$ cat src/hw/rtl/apm_pkg.sv
// Shared types, constants and tables for the audio peak meter.
package apm_pkg;

  localparam int CHANNELS    = 2;
  localparam int SAMPLE_BITS = 24;

  localparam int CH_W   = (CHANNELS > 1) ? $clog2(CHANNELS) : 1;
  localparam int EXP_W  = $clog2(SAMPLE_BITS);
  localparam int MANT_W = 5;
  localparam int LOG_W  = 11;
  localparam int SC_W   = EXP_W + LOG_W;
  localparam int L256_W = SC_W + 1;
  localparam int DIFF_W = L256_W + 1;
  localparam int LVL_W  = 12;
  localparam int DEF_W  = 13;
  localparam int SEG_W  = 6;
  localparam int PROD_W = DEF_W + SEG_W;
  localparam int AGE_W  = 8;

  localparam int CFG_IDX_W  = 2;
  localparam int CFG_DATA_W = 12;

  localparam logic [CFG_IDX_W-1:0] CFG_REF_LEVEL   = 2'd0;
  localparam logic [CFG_IDX_W-1:0] CFG_DECAY_TICKS = 2'd1;
  localparam logic [CFG_IDX_W-1:0] CFG_METER_WIDTH = 2'd2;

  localparam logic FUNC_SAMPLE = 1'b0;
  localparam logic FUNC_TICK   = 1'b1;

  localparam logic signed [LVL_W-1:0] REF_LEVEL_RST   = '0;
  localparam logic [AGE_W-1:0]        DECAY_TICKS_RST = 8'd12;
  localparam logic [SEG_W-1:0]        METER_WIDTH_RST = 6'd20;

  localparam logic signed [LVL_W-1:0] LVL_MIN = {1'b1, {(LVL_W-1){1'b0}}};
  localparam logic signed [LVL_W-1:0] LVL_MAX = {1'b0, {(LVL_W-1){1'b1}}};

  // 1/256 dB per octave of the peak
  localparam int DB256_PER_BIT = 1541;

  // floor(x / 25) == (x * 1311) >> 15 for x below 1600
  localparam int RECIP_25    = 1311;
  localparam int RECIP_SHIFT = 15;
  localparam int RECIP_W     = 11;
  localparam int PCT_SHIFT   = 8;

  localparam logic [LOG_W-1:0] LOG_TAB [32] = '{
    11'd0,    11'd68,   11'd135,  11'd199,  11'd262,  11'd323,  11'd382,  11'd440,
    11'd496,  11'd551,  11'd605,  11'd657,  11'd708,  11'd758,  11'd807,  11'd855,
    11'd902,  11'd947,  11'd992,  11'd1036, 11'd1080, 11'd1122, 11'd1163, 11'd1204,
    11'd1244, 11'd1284, 11'd1322, 11'd1360, 11'd1398, 11'd1435, 11'd1471, 11'd1506
  };

  typedef struct packed {
    logic signed [LVL_W-1:0] ref_level;
    logic [AGE_W-1:0]        decay_ticks;
    logic [SEG_W-1:0]        meter_width;
  } cfg_t;

  typedef struct packed {
    logic [CH_W-1:0]         ch;
    logic signed [LVL_W-1:0] lvl;
  } meter_t;

endpackage

$ cat src/hw/rtl/audio_peak_meter_iec_scale_core.sv
// A tick item's result passes through seven register stages after it is accepted: capture,
// encode, level, deflection, width product, bar, hold marker.
// Throughput: one item per cycle while out_stall_i does not back up the pipeline.
// Sample items update the channel peak and produce no result.
// Reset clears all peaks, hold markers and hold ages and loads the default
// configuration; the block accepts items in the first cycle after reset.
module audio_peak_meter_iec_scale_core (
  input  logic                                   clk_i,
  input  logic                                   rst_ni,
  input  logic                                   in_valid_i,
  output logic                                   in_stall_o,
  input  logic                                   func_i,
  input  logic [apm_pkg::CH_W-1:0]               channel_i,
  input  logic signed [apm_pkg::SAMPLE_BITS-1:0] sample_i,
  input  logic                                   cfg_valid_i,
  output logic                                   cfg_ready_o,
  input  logic [apm_pkg::CFG_IDX_W-1:0]          cfg_index_i,
  input  logic [apm_pkg::CFG_DATA_W-1:0]         cfg_data_i,
  output logic                                   out_valid_o,
  input  logic                                   out_stall_i,
  output logic [apm_pkg::CH_W-1:0]               out_channel_o,
  output logic signed [apm_pkg::LVL_W-1:0]       level_db_o,
  output logic [apm_pkg::SEG_W-1:0]              bar_length_o,
  output logic [apm_pkg::SEG_W-1:0]              hold_position_o
);

  apm_pkg::cfg_t                    cfg_q;
  logic                             accept;
  logic                             en1;
  logic                             en2;
  logic                             en4;
  logic                             en7;
  logic                             v1;
  logic [apm_pkg::CH_W-1:0]         ch1;
  logic [apm_pkg::SAMPLE_BITS-1:0]  peak1;
  logic                             v3;
  apm_pkg::meter_t                  meter3;
  logic                             v6;
  apm_pkg::meter_t                  meter6;
  logic [apm_pkg::SEG_W-1:0]        bar6;

  assign cfg_ready_o = 1'b1;
  assign in_stall_o  = !en1;
  assign accept      = in_valid_i && en1;

  always_ff @(posedge clk_i or negedge rst_ni) begin
    if (!rst_ni) begin
      cfg_q.ref_level   <= apm_pkg::REF_LEVEL_RST;
      cfg_q.decay_ticks <= apm_pkg::DECAY_TICKS_RST;
      cfg_q.meter_width <= apm_pkg::METER_WIDTH_RST;
    end else if (cfg_valid_i && cfg_ready_o) begin
      unique case (cfg_index_i)
        apm_pkg::CFG_REF_LEVEL:   cfg_q.ref_level   <= cfg_data_i[apm_pkg::LVL_W-1:0];
        apm_pkg::CFG_DECAY_TICKS: cfg_q.decay_ticks <= cfg_data_i[apm_pkg::AGE_W-1:0];
        apm_pkg::CFG_METER_WIDTH: cfg_q.meter_width <= cfg_data_i[apm_pkg::SEG_W-1:0];
        default: ;
      endcase
    end
  end

  apm_peak u_peak (
    .clk_i     (clk_i),
    .rst_ni    (rst_ni),
    .accept_i  (accept),
    .func_i    (func_i),
    .channel_i (channel_i),
    .sample_i  (sample_i),
    .en_next_i (en2),
    .en_o      (en1),
    .valid_o   (v1),
    .ch_o      (ch1),
    .peak_o    (peak1)
  );

  apm_level u_level (
    .clk_i       (clk_i),
    .rst_ni      (rst_ni),
    .valid_i     (v1),
    .ch_i        (ch1),
    .peak_i      (peak1),
    .ref_level_i (cfg_q.ref_level),
    .en_next_i   (en4),
    .en_o        (en2),
    .valid_o     (v3),
    .meter_o     (meter3)
  );

  apm_scale u_scale (
    .clk_i         (clk_i),
    .rst_ni        (rst_ni),
    .valid_i       (v3),
    .meter_i       (meter3),
    .meter_width_i (cfg_q.meter_width),
    .en_next_i     (en7),
    .en_o          (en4),
    .valid_o       (v6),
    .meter_o       (meter6),
    .bar_o         (bar6)
  );

  apm_hold u_hold (
    .clk_i           (clk_i),
    .rst_ni          (rst_ni),
    .valid_i         (v6),
    .meter_i         (meter6),
    .bar_i           (bar6),
    .decay_ticks_i   (cfg_q.decay_ticks),
    .meter_width_i   (cfg_q.meter_width),
    .stall_i         (out_stall_i),
    .en_o            (en7),
    .valid_o         (out_valid_o),
    .channel_o       (out_channel_o),
    .level_db_o      (level_db_o),
    .bar_length_o    (bar_length_o),
    .hold_position_o (hold_position_o)
  );

endmodule

$ cat src/hw/rtl/apm_peak.sv
// Per-channel running peak registers and tick capture stage.
module apm_peak (
  input  logic                                  clk_i,
  input  logic                                  rst_ni,
  input  logic                                  accept_i,
  input  logic                                  func_i,
  input  logic [apm_pkg::CH_W-1:0]              channel_i,
  input  logic signed [apm_pkg::SAMPLE_BITS-1:0] sample_i,
  input  logic                                  en_next_i,
  output logic                                  en_o,
  output logic                                  valid_o,
  output logic [apm_pkg::CH_W-1:0]              ch_o,
  output logic [apm_pkg::SAMPLE_BITS-1:0]       peak_o
);

  logic [apm_pkg::SAMPLE_BITS-1:0] peak_q [apm_pkg::CHANNELS];
  logic [apm_pkg::SAMPLE_BITS-1:0] mag;
  logic [apm_pkg::SAMPLE_BITS-1:0] cur;
  logic [apm_pkg::SAMPLE_BITS-1:0] cap_q;
  logic [apm_pkg::CH_W-1:0]        ch_q;
  logic                            valid_q;
  logic                            ch_ok;
  logic                            is_tick;

  assign ch_ok   = 32'(channel_i) < apm_pkg::CHANNELS;
  assign is_tick = (func_i == apm_pkg::FUNC_TICK);
  assign cur     = peak_q[channel_i];
  assign mag     = sample_i[apm_pkg::SAMPLE_BITS-1] ?
                   apm_pkg::SAMPLE_BITS'(-sample_i) : apm_pkg::SAMPLE_BITS'(sample_i);
  assign en_o    = !valid_q || en_next_i;

  always_ff @(posedge clk_i or negedge rst_ni) begin
    if (!rst_ni) begin
      valid_q <= 1'b0;
      for (int i = 0; i < apm_pkg::CHANNELS; i++) begin
        peak_q[i] <= '0;
      end
    end else begin
      if (en_o) begin
        valid_q <= accept_i && is_tick && ch_ok;
      end
      if (accept_i && ch_ok) begin
        if (is_tick) begin
          peak_q[channel_i] <= '0;
        end else if (mag > cur) begin
          peak_q[channel_i] <= mag;
        end
      end
    end
  end

  always_ff @(posedge clk_i) begin
    if (en_o && accept_i) begin
      ch_q  <= channel_i;
      cap_q <= cur;
    end
  end

  assign valid_o = valid_q;
  assign ch_o    = ch_q;
  assign peak_o  = cap_q;

endmodule

$ cat src/hw/rtl/apm_level.sv
// Peak to dB conversion: priority encoder, log table, reference and saturation.
module apm_level (
  input  logic                            clk_i,
  input  logic                            rst_ni,
  input  logic                            valid_i,
  input  logic [apm_pkg::CH_W-1:0]        ch_i,
  input  logic [apm_pkg::SAMPLE_BITS-1:0] peak_i,
  input  logic signed [apm_pkg::LVL_W-1:0] ref_level_i,
  input  logic                            en_next_i,
  output logic                            en_o,
  output logic                            valid_o,
  output apm_pkg::meter_t                 meter_o
);

  logic                               v2_q;
  logic                               v3_q;
  logic                               en2;
  logic                               en3;
  logic [apm_pkg::EXP_W-1:0]          e;
  logic [apm_pkg::SAMPLE_BITS-1:0]    norm;
  logic [apm_pkg::EXP_W-1:0]          e2_q;
  logic [apm_pkg::MANT_W-1:0]         m2_q;
  logic                               z2_q;
  logic [apm_pkg::CH_W-1:0]           ch2_q;
  logic [apm_pkg::SC_W-1:0]           sc;
  logic signed [apm_pkg::L256_W-1:0]  lvl256;
  logic signed [apm_pkg::L256_W-1:0]  lvl16;
  logic signed [apm_pkg::L256_W-1:0]  base;
  logic signed [apm_pkg::DIFF_W-1:0]  diff;
  logic signed [apm_pkg::LVL_W-1:0]   lvl_d;
  apm_pkg::meter_t                    meter_q;

  assign en3  = !v3_q || en_next_i;
  assign en2  = !v2_q || en3;
  assign en_o = en2;

  always_comb begin
    e = '0;
    for (int i = 0; i < apm_pkg::SAMPLE_BITS; i++) begin
      if (peak_i[i]) begin
        e = apm_pkg::EXP_W'(i);
      end
    end
  end

  assign norm = peak_i << (apm_pkg::EXP_W'(apm_pkg::SAMPLE_BITS - 1) - e);

  assign sc     = apm_pkg::SC_W'(apm_pkg::EXP_W'(apm_pkg::SAMPLE_BITS - 1) - e2_q)
                * apm_pkg::SC_W'(apm_pkg::DB256_PER_BIT);
  assign lvl256 = signed'(apm_pkg::L256_W'(apm_pkg::LOG_TAB[m2_q]))
                - signed'(apm_pkg::L256_W'(sc));
  assign lvl16  = lvl256 >>> 4;
  assign base   = z2_q ? apm_pkg::L256_W'(apm_pkg::LVL_MIN) : lvl16;
  assign diff   = apm_pkg::DIFF_W'(base) - apm_pkg::DIFF_W'(ref_level_i);

  always_comb begin
    if (diff < apm_pkg::DIFF_W'(apm_pkg::LVL_MIN)) begin
      lvl_d = apm_pkg::LVL_MIN;
    end else if (diff > apm_pkg::DIFF_W'(apm_pkg::LVL_MAX)) begin
      lvl_d = apm_pkg::LVL_MAX;
    end else begin
      lvl_d = apm_pkg::LVL_W'(diff);
    end
  end

  always_ff @(posedge clk_i or negedge rst_ni) begin
    if (!rst_ni) begin
      v2_q <= 1'b0;
      v3_q <= 1'b0;
    end else begin
      if (en2) begin
        v2_q <= valid_i;
      end
      if (en3) begin
        v3_q <= v2_q;
      end
    end
  end

  always_ff @(posedge clk_i) begin
    if (en2 && valid_i) begin
      e2_q  <= e;
      m2_q  <= norm[apm_pkg::SAMPLE_BITS-2 -: apm_pkg::MANT_W];
      z2_q  <= (peak_i == '0);
      ch2_q <= ch_i;
    end
    if (en3 && v2_q) begin
      meter_q.ch  <= ch2_q;
      meter_q.lvl <= lvl_d;
    end
  end

  assign valid_o = v3_q;
  assign meter_o = meter_q;

endmodule

$ cat src/hw/rtl/apm_scale.sv
// IEC deflection curve and scaling of the deflection to bar segments.
module apm_scale (
  input  logic                      clk_i,
  input  logic                      rst_ni,
  input  logic                      valid_i,
  input  apm_pkg::meter_t           meter_i,
  input  logic [apm_pkg::SEG_W-1:0] meter_width_i,
  input  logic                      en_next_i,
  output logic                      en_o,
  output logic                      valid_o,
  output apm_pkg::meter_t           meter_o,
  output logic [apm_pkg::SEG_W-1:0] bar_o
);

  localparam int RP_W = apm_pkg::RECIP_W + apm_pkg::RECIP_W;

  logic                        v4_q;
  logic                        v5_q;
  logic                        v6_q;
  logic                        en4;
  logic                        en5;
  logic                        en6;
  apm_pkg::meter_t             m4_q;
  apm_pkg::meter_t             m5_q;
  apm_pkg::meter_t             m6_q;
  logic [apm_pkg::DEF_W-1:0]   def4_q;
  logic [apm_pkg::PROD_W-1:0]  prod5_q;
  logic [apm_pkg::SEG_W-1:0]   bar6_q;
  logic [RP_W-1:0]             rp;

  // deflection in 1/64 percent
  function automatic logic [apm_pkg::DEF_W-1:0] deflect(
    input logic signed [apm_pkg::LVL_W-1:0] d
  );
    logic signed [15:0] x;
    logic signed [15:0] v;
    x = 16'(d);
    if (x < -16'sd1120) begin
      v = 16'sd0;
    end else if (x < -16'sd960) begin
      v = x + 16'sd1120;
    end else if (x < -16'sd800) begin
      v = (x + 16'sd960) * 16'sd2 + 16'sd160;
    end else if (x < -16'sd640) begin
      v = (x + 16'sd800) * 16'sd3 + 16'sd480;
    end else if (x < -16'sd480) begin
      v = (x + 16'sd640) * 16'sd6 + 16'sd960;
    end else if (x < -16'sd320) begin
      v = (x + 16'sd480) * 16'sd8 + 16'sd1920;
    end else if (x < 16'sd0) begin
      v = (x + 16'sd320) * 16'sd10 + 16'sd3200;
    end else begin
      v = 16'sd6400;
    end
    return apm_pkg::DEF_W'(v);
  endfunction

  assign en6  = !v6_q || en_next_i;
  assign en5  = !v5_q || en6;
  assign en4  = !v4_q || en5;
  assign en_o = en4;

  // floor(prod / 6400) as floor(floor(prod / 256) / 25)
  assign rp = RP_W'(prod5_q[apm_pkg::PROD_W-1:apm_pkg::PCT_SHIFT])
            * RP_W'(apm_pkg::RECIP_25);

  always_ff @(posedge clk_i or negedge rst_ni) begin
    if (!rst_ni) begin
      v4_q <= 1'b0;
      v5_q <= 1'b0;
      v6_q <= 1'b0;
    end else begin
      if (en4) begin
        v4_q <= valid_i;
      end
      if (en5) begin
        v5_q <= v4_q;
      end
      if (en6) begin
        v6_q <= v5_q;
      end
    end
  end

  always_ff @(posedge clk_i) begin
    if (en4 && valid_i) begin
      m4_q   <= meter_i;
      def4_q <= deflect(meter_i.lvl);
    end
    if (en5 && v4_q) begin
      m5_q    <= m4_q;
      prod5_q <= apm_pkg::PROD_W'(def4_q) * apm_pkg::PROD_W'(meter_width_i);
    end
    if (en6 && v5_q) begin
      m6_q   <= m5_q;
      bar6_q <= rp[apm_pkg::RECIP_SHIFT +: apm_pkg::SEG_W];
    end
  end

  assign valid_o = v6_q;
  assign meter_o = m6_q;
  assign bar_o   = bar6_q;

endmodule

$ cat src/hw/rtl/apm_hold.sv
// Peak-hold marker state per channel and the result register.
module apm_hold (
  input  logic                             clk_i,
  input  logic                             rst_ni,
  input  logic                             valid_i,
  input  apm_pkg::meter_t                  meter_i,
  input  logic [apm_pkg::SEG_W-1:0]        bar_i,
  input  logic [apm_pkg::AGE_W-1:0]        decay_ticks_i,
  input  logic [apm_pkg::SEG_W-1:0]        meter_width_i,
  input  logic                             stall_i,
  output logic                             en_o,
  output logic                             valid_o,
  output logic [apm_pkg::CH_W-1:0]         channel_o,
  output logic signed [apm_pkg::LVL_W-1:0] level_db_o,
  output logic [apm_pkg::SEG_W-1:0]        bar_length_o,
  output logic [apm_pkg::SEG_W-1:0]        hold_position_o
);

  logic [apm_pkg::SEG_W-1:0]        seg_q [apm_pkg::CHANNELS];
  logic [apm_pkg::AGE_W-1:0]        age_q [apm_pkg::CHANNELS];
  logic [apm_pkg::SEG_W-1:0]        seg;
  logic [apm_pkg::AGE_W-1:0]        age;
  logic [apm_pkg::SEG_W-1:0]        seg_d;
  logic [apm_pkg::AGE_W-1:0]        age_d;
  logic [apm_pkg::SEG_W-1:0]        hold_d;
  logic                             valid_q;
  logic [apm_pkg::CH_W-1:0]         ch_q;
  logic signed [apm_pkg::LVL_W-1:0] lvl_q;
  logic [apm_pkg::SEG_W-1:0]        bar_q;
  logic [apm_pkg::SEG_W-1:0]        hold_q;

  assign en_o = !valid_q || !stall_i;
  assign seg  = seg_q[meter_i.ch];
  assign age  = age_q[meter_i.ch];

  always_comb begin
    if (bar_i > seg) begin
      seg_d = bar_i;
      age_d = '0;
    end else begin
      seg_d = (age > decay_ticks_i) ? bar_i : seg;
      age_d = (age == '1) ? age : age + 1'b1;
    end
    hold_d = (seg_d > meter_width_i) ? meter_width_i : seg_d;
  end

  always_ff @(posedge clk_i or negedge rst_ni) begin
    if (!rst_ni) begin
      valid_q <= 1'b0;
      for (int i = 0; i < apm_pkg::CHANNELS; i++) begin
        seg_q[i] <= '0;
        age_q[i] <= '0;
      end
    end else if (en_o) begin
      valid_q <= valid_i;
      if (valid_i) begin
        seg_q[meter_i.ch] <= seg_d;
        age_q[meter_i.ch] <= age_d;
      end
    end
  end

  always_ff @(posedge clk_i) begin
    if (en_o && valid_i) begin
      ch_q   <= meter_i.ch;
      lvl_q  <= meter_i.lvl;
      bar_q  <= bar_i;
      hold_q <= hold_d;
    end
  end

  assign valid_o         = valid_q;
  assign channel_o       = ch_q;
  assign level_db_o      = lvl_q;
  assign bar_length_o    = bar_q;
  assign hold_position_o = hold_q;

endmodule

$ cat config.mk
export PLATFORM = sky130hd
export DESIGN_NAME = audio_peak_meter_iec_scale_core
export DESIGN_NICKNAME = d
export VERILOG_FILES = /design/src/hw/rtl/apm_pkg.sv /design/src/hw/rtl/audio_peak_meter_iec_scale_core.sv /design/src/hw/rtl/apm_peak.sv /design/src/hw/rtl/apm_level.sv /design/src/hw/rtl/apm_scale.sv /design/src/hw/rtl/apm_hold.sv
export SDC_FILE = /design/constraint.sdc
export NUM_CORES = 1
export LEC_CHECK = 0
export ABC_AREA = 0
export BUFFER_PORTS_ARGS = -buffer_cell sky130_fd_sc_hd__buf_2
export CAP_MARGIN = 30
export CORE_MARGIN = 1.5
export CORE_UTILIZATION = 34
export DETAILED_ROUTE_END_ITERATION = 10
export GPL_TIMING_DRIVEN = 0
export PLACE_DENSITY = 0.51
export SETUP_SLACK_MARGIN = 0.5
export SYNTH_ARGS = -nofsm -noshare
export SYNTH_HDL_FRONTEND = slang
export SYNTH_SLANG_ARGS = --single-unit
$ cat constraint.sdc
create_clock -name clk_i -period 6.1 [get_ports clk_i]
set_input_delay 1.22 -clock clk_i [delete_from_list [all_inputs] [get_ports clk_i]]
set_output_delay 1.22 -clock clk_i [all_outputs]
set_load 0.02 [all_outputs]
After elaboration in Yosys (flattened, before gate mapping)
Memory sizes are Yosys's and may differ from the RTL's.
Index checks and enable logic that the tools add are counted.
{"block": "totals", "register_bits": 261, "mem_bits_ro": 352, "out_inout_bits": 28, "memories": 1}
{"block": "classes", "n_addsub": 17, "n_mul": 6, "order_cmp": 18, "eq_ne": 3, "n_shift": 1, "n_mux": 59, "n_bitwise": 5, "reduce_logical": 35}
{"name": "(name not given)", "words": 32, "word_bits": 11, "read_ports": 1, "rd_clocked_by_memory_dff": 0, "wr": 0, "line_no": "apm_level.sv:50", "source": "assign lvl256 = signed'(apm_pkg::L256_W'(apm_pkg::LOG_TAB[m2_q]))"}
{"op": "two-way mux 24 bit", "n": 5}
{"op": "two-way mux 5 bit", "n": 22}
{"op": "two-way mux 48 bit", "n": 2}
{"op": "two-way mux 13 bit", "n": 6}
{"op": "bitwise AND 48 bit", "n": 1}
{"op": "bitwise mux 48 bit", "n": 1}
{"op": "two-way mux 8 bit", "n": 6}
{"op": "NOT 48 bit", "n": 1}
{"op": "two-way mux 6 bit", "n": 7}
{"op": "less-than comparator 12 x 11 -> 1 bit, second input constant", "n": 3}
{"op": "adder 12 x 11 -> 13 bit, second input constant", "n": 2}
{"op": "demux 24 bit (select 1 bit)", "n": 1}
{"op": "greater-than comparator 24 bit", "n": 1}
{"op": "logical NOT 24 bit", "n": 1}
{"op": "less-than comparator 12 x 10 -> 1 bit, second input constant", "n": 2}
{"op": "negation 24 bit", "n": 1}
{"op": "left shift 24 x 5 -> 23 bit", "n": 1}
{"op": "two-way mux 11 bit", "n": 2}
{"op": "multiplier 11 x 11 -> 21 bit, second input constant", "n": 1}
{"op": "multiplier 13 x 6 -> 19 bit", "n": 1}
{"op": "greater-than comparator 18 x 12 -> 1 bit, second input constant", "n": 1}
{"op": "less-than comparator 18 x 12 -> 1 bit, second input constant", "n": 1}
{"op": "subtractor 17 x 12 -> 18 bit", "n": 1}
{"op": "two-way mux 17 bit", "n": 1}
{"op": "other kinds (41)", "n": 73}

Logic depth before layout (Yosys ltp)
{"block": "logic_depth", "ltp_word": 25, "depth_mapped": 27, "depth_no_buf": 26}

Cells and area by module
Synthesis repeated with hierarchy kept, for this count alone.
{"block": "hier_totals", "hier_cells": 2370, "hier_area_um2": 22892.0}
{"mod": "apm_scale", "n_inst": 1, "cells_per_inst": 956, "area_each_um2": 9497.9}
{"mod": "apm_peak", "n_inst": 1, "cells_per_inst": 516, "area_each_um2": 4764.6}
{"mod": "apm_level", "n_inst": 1, "cells_per_inst": 563, "area_each_um2": 4478.0}
{"mod": "apm_hold", "n_inst": 1, "cells_per_inst": 275, "area_each_um2": 3133.0}
{"mod": "audio_peak_meter_iec_scale_core", "n_inst": 1, "cells_per_inst": 60, "area_each_um2": 1018.5}

Worst setup path after synthesis
Ideal clock, no wire load.
{"block": "synth_path", "kind": "flip-flop to flip-flop", "startpoint": "register u_level.e2_q[3] in the netlist's numbering", "endpoint": "register u_level.meter_q (netlist bit u_level.meter_o[10]), data pin", "arrival_ns": 5.436, "required_time_ns": 5.846, "slack_ns": 0.409, "path_stages_with_launch": 21, "cell_sequence": "edfxtp_1 inv_1 fa_1 inv_1 ha_1 ha_1 inv_1 fa_1 ha_1 or3_1 and3b_1 fa_1 a211oi_1 nor2_1 or4_1 a41o_1 o41ai_1 o21ai_0 a32o_1 clkbuf_1 o21a_1"}
{"block": "synth_via", "elab_chain_cells": 7, "word_cells_on_any_way": 8, "cone_classes": "3 x add/sub; 1 x mul; 2 x order compare; 2 x mux"}
{"item": "start: declaration", "line_no": "apm_level.sv:21", "source": "logic [apm_pkg::EXP_W-1:0] e2_q;"}
{"item": "start signal: assignment", "line_no": "apm_level.sv:82", "source": "e2_q <= e;"}
{"item": "subtractor 5 x 5 -> 6 bit *", "line_no": "apm_level.sv:48", "source": "assign sc = apm_pkg::SC_W'(apm_pkg::EXP_W'(apm_pkg::SAMPLE_BITS - 1) - e2_q)"}
{"item": "multiplier 16 x 11 -> 16 bit *", "line_no": "apm_level.sv:49", "source": "* apm_pkg::SC_W'(apm_pkg::DB256_PER_BIT);"}
{"item": "subtractor 11 x 16 -> 17 bit *", "line_no": "apm_level.sv:51", "source": "- signed'(apm_pkg::L256_W'(sc));"}
{"item": "two-way mux 17 bit *", "line_no": "apm_level.sv:53", "source": "assign base = z2_q ? apm_pkg::L256_W'(apm_pkg::LVL_MIN) : lvl16;"}
{"item": "subtractor 17 x 12 -> 18 bit *", "line_no": "apm_level.sv:54", "source": "assign diff = apm_pkg::DIFF_W'(base) - apm_pkg::DIFF_W'(ref_level_i);"}
{"item": "greater-than comparator 18 x 12 -> 1 bit", "line_no": "apm_level.sv:59", "source": "end else if (diff > apm_pkg::DIFF_W'(apm_pkg::LVL_MAX)) begin"}
{"item": "two-way mux 12 bit", "line_no": "apm_level.sv:59"}
{"item": "end: declaration", "line_no": "apm_level.sv:31", "source": "apm_pkg::meter_t meter_q;"}
Mark *: on every way between the ends. The rest lies on a longest branch, timed or not.
A chain may end at the register's enable or synchronous reset.

Final worst setup path
{"block": "layout_path", "startpoint": "register u_level.e2_q[3] in the netlist's numbering", "endpoint": "register u_level.meter_q (netlist bit u_level.meter_o[5]), data pin"}
Same word-level chain as after synthesis.

==> results.yml <==
clocking:
  clkTransAtPathRegs_ps: 60
  cts_inserted_buffers: 30
  htreeDepth: 1
  clk_latency_ps: 600
  clockBufferDepth: 3
  ctsRootBufferMaster: "clkbuf_16"
  clock-sinks: 253
  cts_hold_buffers: 0
  cts_tree: "built"
timing:
  rsz0062_at_grt: "yes"
  finalSetupViolCount: 0
  worst_pin_slew_ps: 916
  relSlewSlack_pct: 38.8
  drv_slew: 0
  post-route-min-period_ps: 5780
  worst_slack_ps: 317
  max_clock_freq_ghz: 0.173
  fin_skew_ps: 15.5
  hold_viol: 0
  period_share_pct: 94.8
placed_design:
  place.gp.congestion: 0.909
  dp_worst_setup_slack_ps: -476
  io_buffer_count: 71
  hpwlAfterDp_mm: 41.8
floorplanning:
  rows: 92
  core-area_mm2: 0.0633
  fp.dieArea_mm2: 0.0658
  fp.dieH_um: 257
  die_w_um: 257
  num_io_pins: 73
  start_util_pct: 34.5
synth:
  synthSimpleGateAreaFrac_pct: 12.1
  synthesis.nets: 2630
  synth_edf_count: 144
  synth_fa_ha_area_share_pct: 24.1
  synth_top_family_by_area: "adder cells"
  synthCells: 2218
  synth_compound_area_share_pct: 14.6
  synth_cell_types: 90
  avgSynthCellArea_um2: 9.86
  synth-async-reset-ratio_pct: 43.1
  synth-seq-area-share_pct: 32.3
  ys_ff_latch: 253
  yosys.area_share.xor_xnor_pct: 5.59
  yosys_warnings: 0
  syn_area_mm2: 0.0219
  synth.area.mux_share_pct: 5.37
  synthFlopType: "edfxtp_1"
drt:
  post-route-drc-count: 0
  firstDrtPassIters: 8
  drtIter0Drc: 966
  ant_nets: 0
  drt_wl_total_mm: 54.8
  via_per_inst: 5.17
  vias: 16800
  wl_per_cell_um: 16.9
global_route:
  grt_pass1_wl_mm: 90.0
  grt_usage_pct: 16.6
  grt_start_max_net_pins: 90
  grt_overflow: 0
  antenna_found_initial: 0
  grt_pass1_vias: 17200
finish:
  drive_gt1_share_pct: 14.7
  layout_common_cells: "inv_1, ha_1, nand2_1"
  insertedDiodeCount: 0
  fin_nets: 2793
  fillCellCount: 6274
  area_growth_pct: 15.9
outcome:
  status: "completed"
critical_path:
  required_ps: 6430
  worstPathMaxFanout: 5
  critPathLaunchType: "flop"
  critPathSlowestCell: "fa_1"
  worstSetupEndpointType: "flop"
  crit_top_cell: "ha_4"
  cp.arrival_ps: 6120
  crit_buf_inv: 4
  critPathMaxStageDelay_ps: 500
  critPathKind: "reg2reg"
  cp_top_family: "adder cells"
min_path:
  hp-class: "reg2reg"
run:
  max_cap_violations: 0
layout make-up:
type	instances	area, µm²	share of cell area (%)
multi-input combinational	1621	14000	55.1
sequential	253	7060	27.8
tap	846	1060	4.18
inverter	269	1010	4.00
timing repair buffer	131	917	3.62
clock buffer	42	826	3.26
buffer	75	362	1.43
clock inverter	14	136	0.538
path summary, 6_finish.rpt:
kind	from	end	slack, ps	cells after the start
worst max-delay path	u_level.e2_q[3]	u_level.meter_o[5]	320	25
min in group asynchronous	rst_ni	u_peak.peak_q[9]	480	1
worst min register to register	u_scale.m4_q[12]	u_scale.m5_q[12]	410	0
worst min-delay path	u_scale.m4_q[12]	u_scale.m5_q[12]	410	0
max in group asynchronous	rst_ni	u_hold.age_q[0]	4840	2
worst max register to register	u_level.e2_q[3]	u_level.meter_o[5]	320	25
sequential cells by signal (all words and copies together), names as in the netlist, 13 cells and up:
name             count
u_peak.peak_q       48
u_scale.meter_o     13
u_hold.age_q        16
cfg_q               26
u_scale.def4_q      13
u_scale.m4_q        13
u_level.meter_o     13
u_peak.peak_o       24
u_scale.m5_q        13
logic make-up (layout without fill, tap and decap cells):
family,after synthesis,count (layout)
AND/OR/NAND/NOR,533,533
AO/OA/AOI/OAI,470,470
adder cells (fa/ha/maj),367,367
buffers and inverters,344,531
flip-flops,253,253
XOR/XNOR,138,138
multiplexers,112,112
other,1,1
routing by layer:
metal	wire length, µm	vias up	global-route usage (%)
met5	0	-	0
met4	1400	0	4.33
met3	2110	72	1.72
met2	25900	338	28.1
met1	25400	8224	22.6
li1	-	8168	-
Yosys cell counts, types with 54 or more instances:
library cell	count	share of area (%)
fa_1	90	8.2
nor2_1	89	1.5
edfxtp_1	144	20
dfrtp_1	105	12
nand2_1	198	3.4
clkbuf_1	66	1.1
a21oi_1	74	1.7
ha_1	277	16
inv_1	267	4.6
xnor2_1	83	3.3
xor2_1	54	2.2
mux2i_1	69	3.2
o21ai_0	129	3.0
stage by stage:
stage / util (%) / TNS, ps / instances / hold slack (ps) / area, µm²
final: 40.0 / 0 / 3251 / 414 / 25300
after global routing: 40.0 / 0 / 3251 / 421 / 25300
after CTS: 39.5 / 0 / 3238 / 417 / 25000
after detailed placement: 37.0 / -23350 / 3142 / 405 / 23400
after global placement: 36.8 / -17910 / 3135 / 401 / 23300
after floorplan: - / 0 / 2218 / 400 / 21900
timing repair:
action	CTS	global route
endpoints found under the setup margin	63	63
resized for setup	96	45
pin swaps	51	37
gates cloned	1	0
setup buffers	39	12
Power is not shown: default switching activity piles up to over one toggle a cycle in this logic, so the estimate is an artifact.
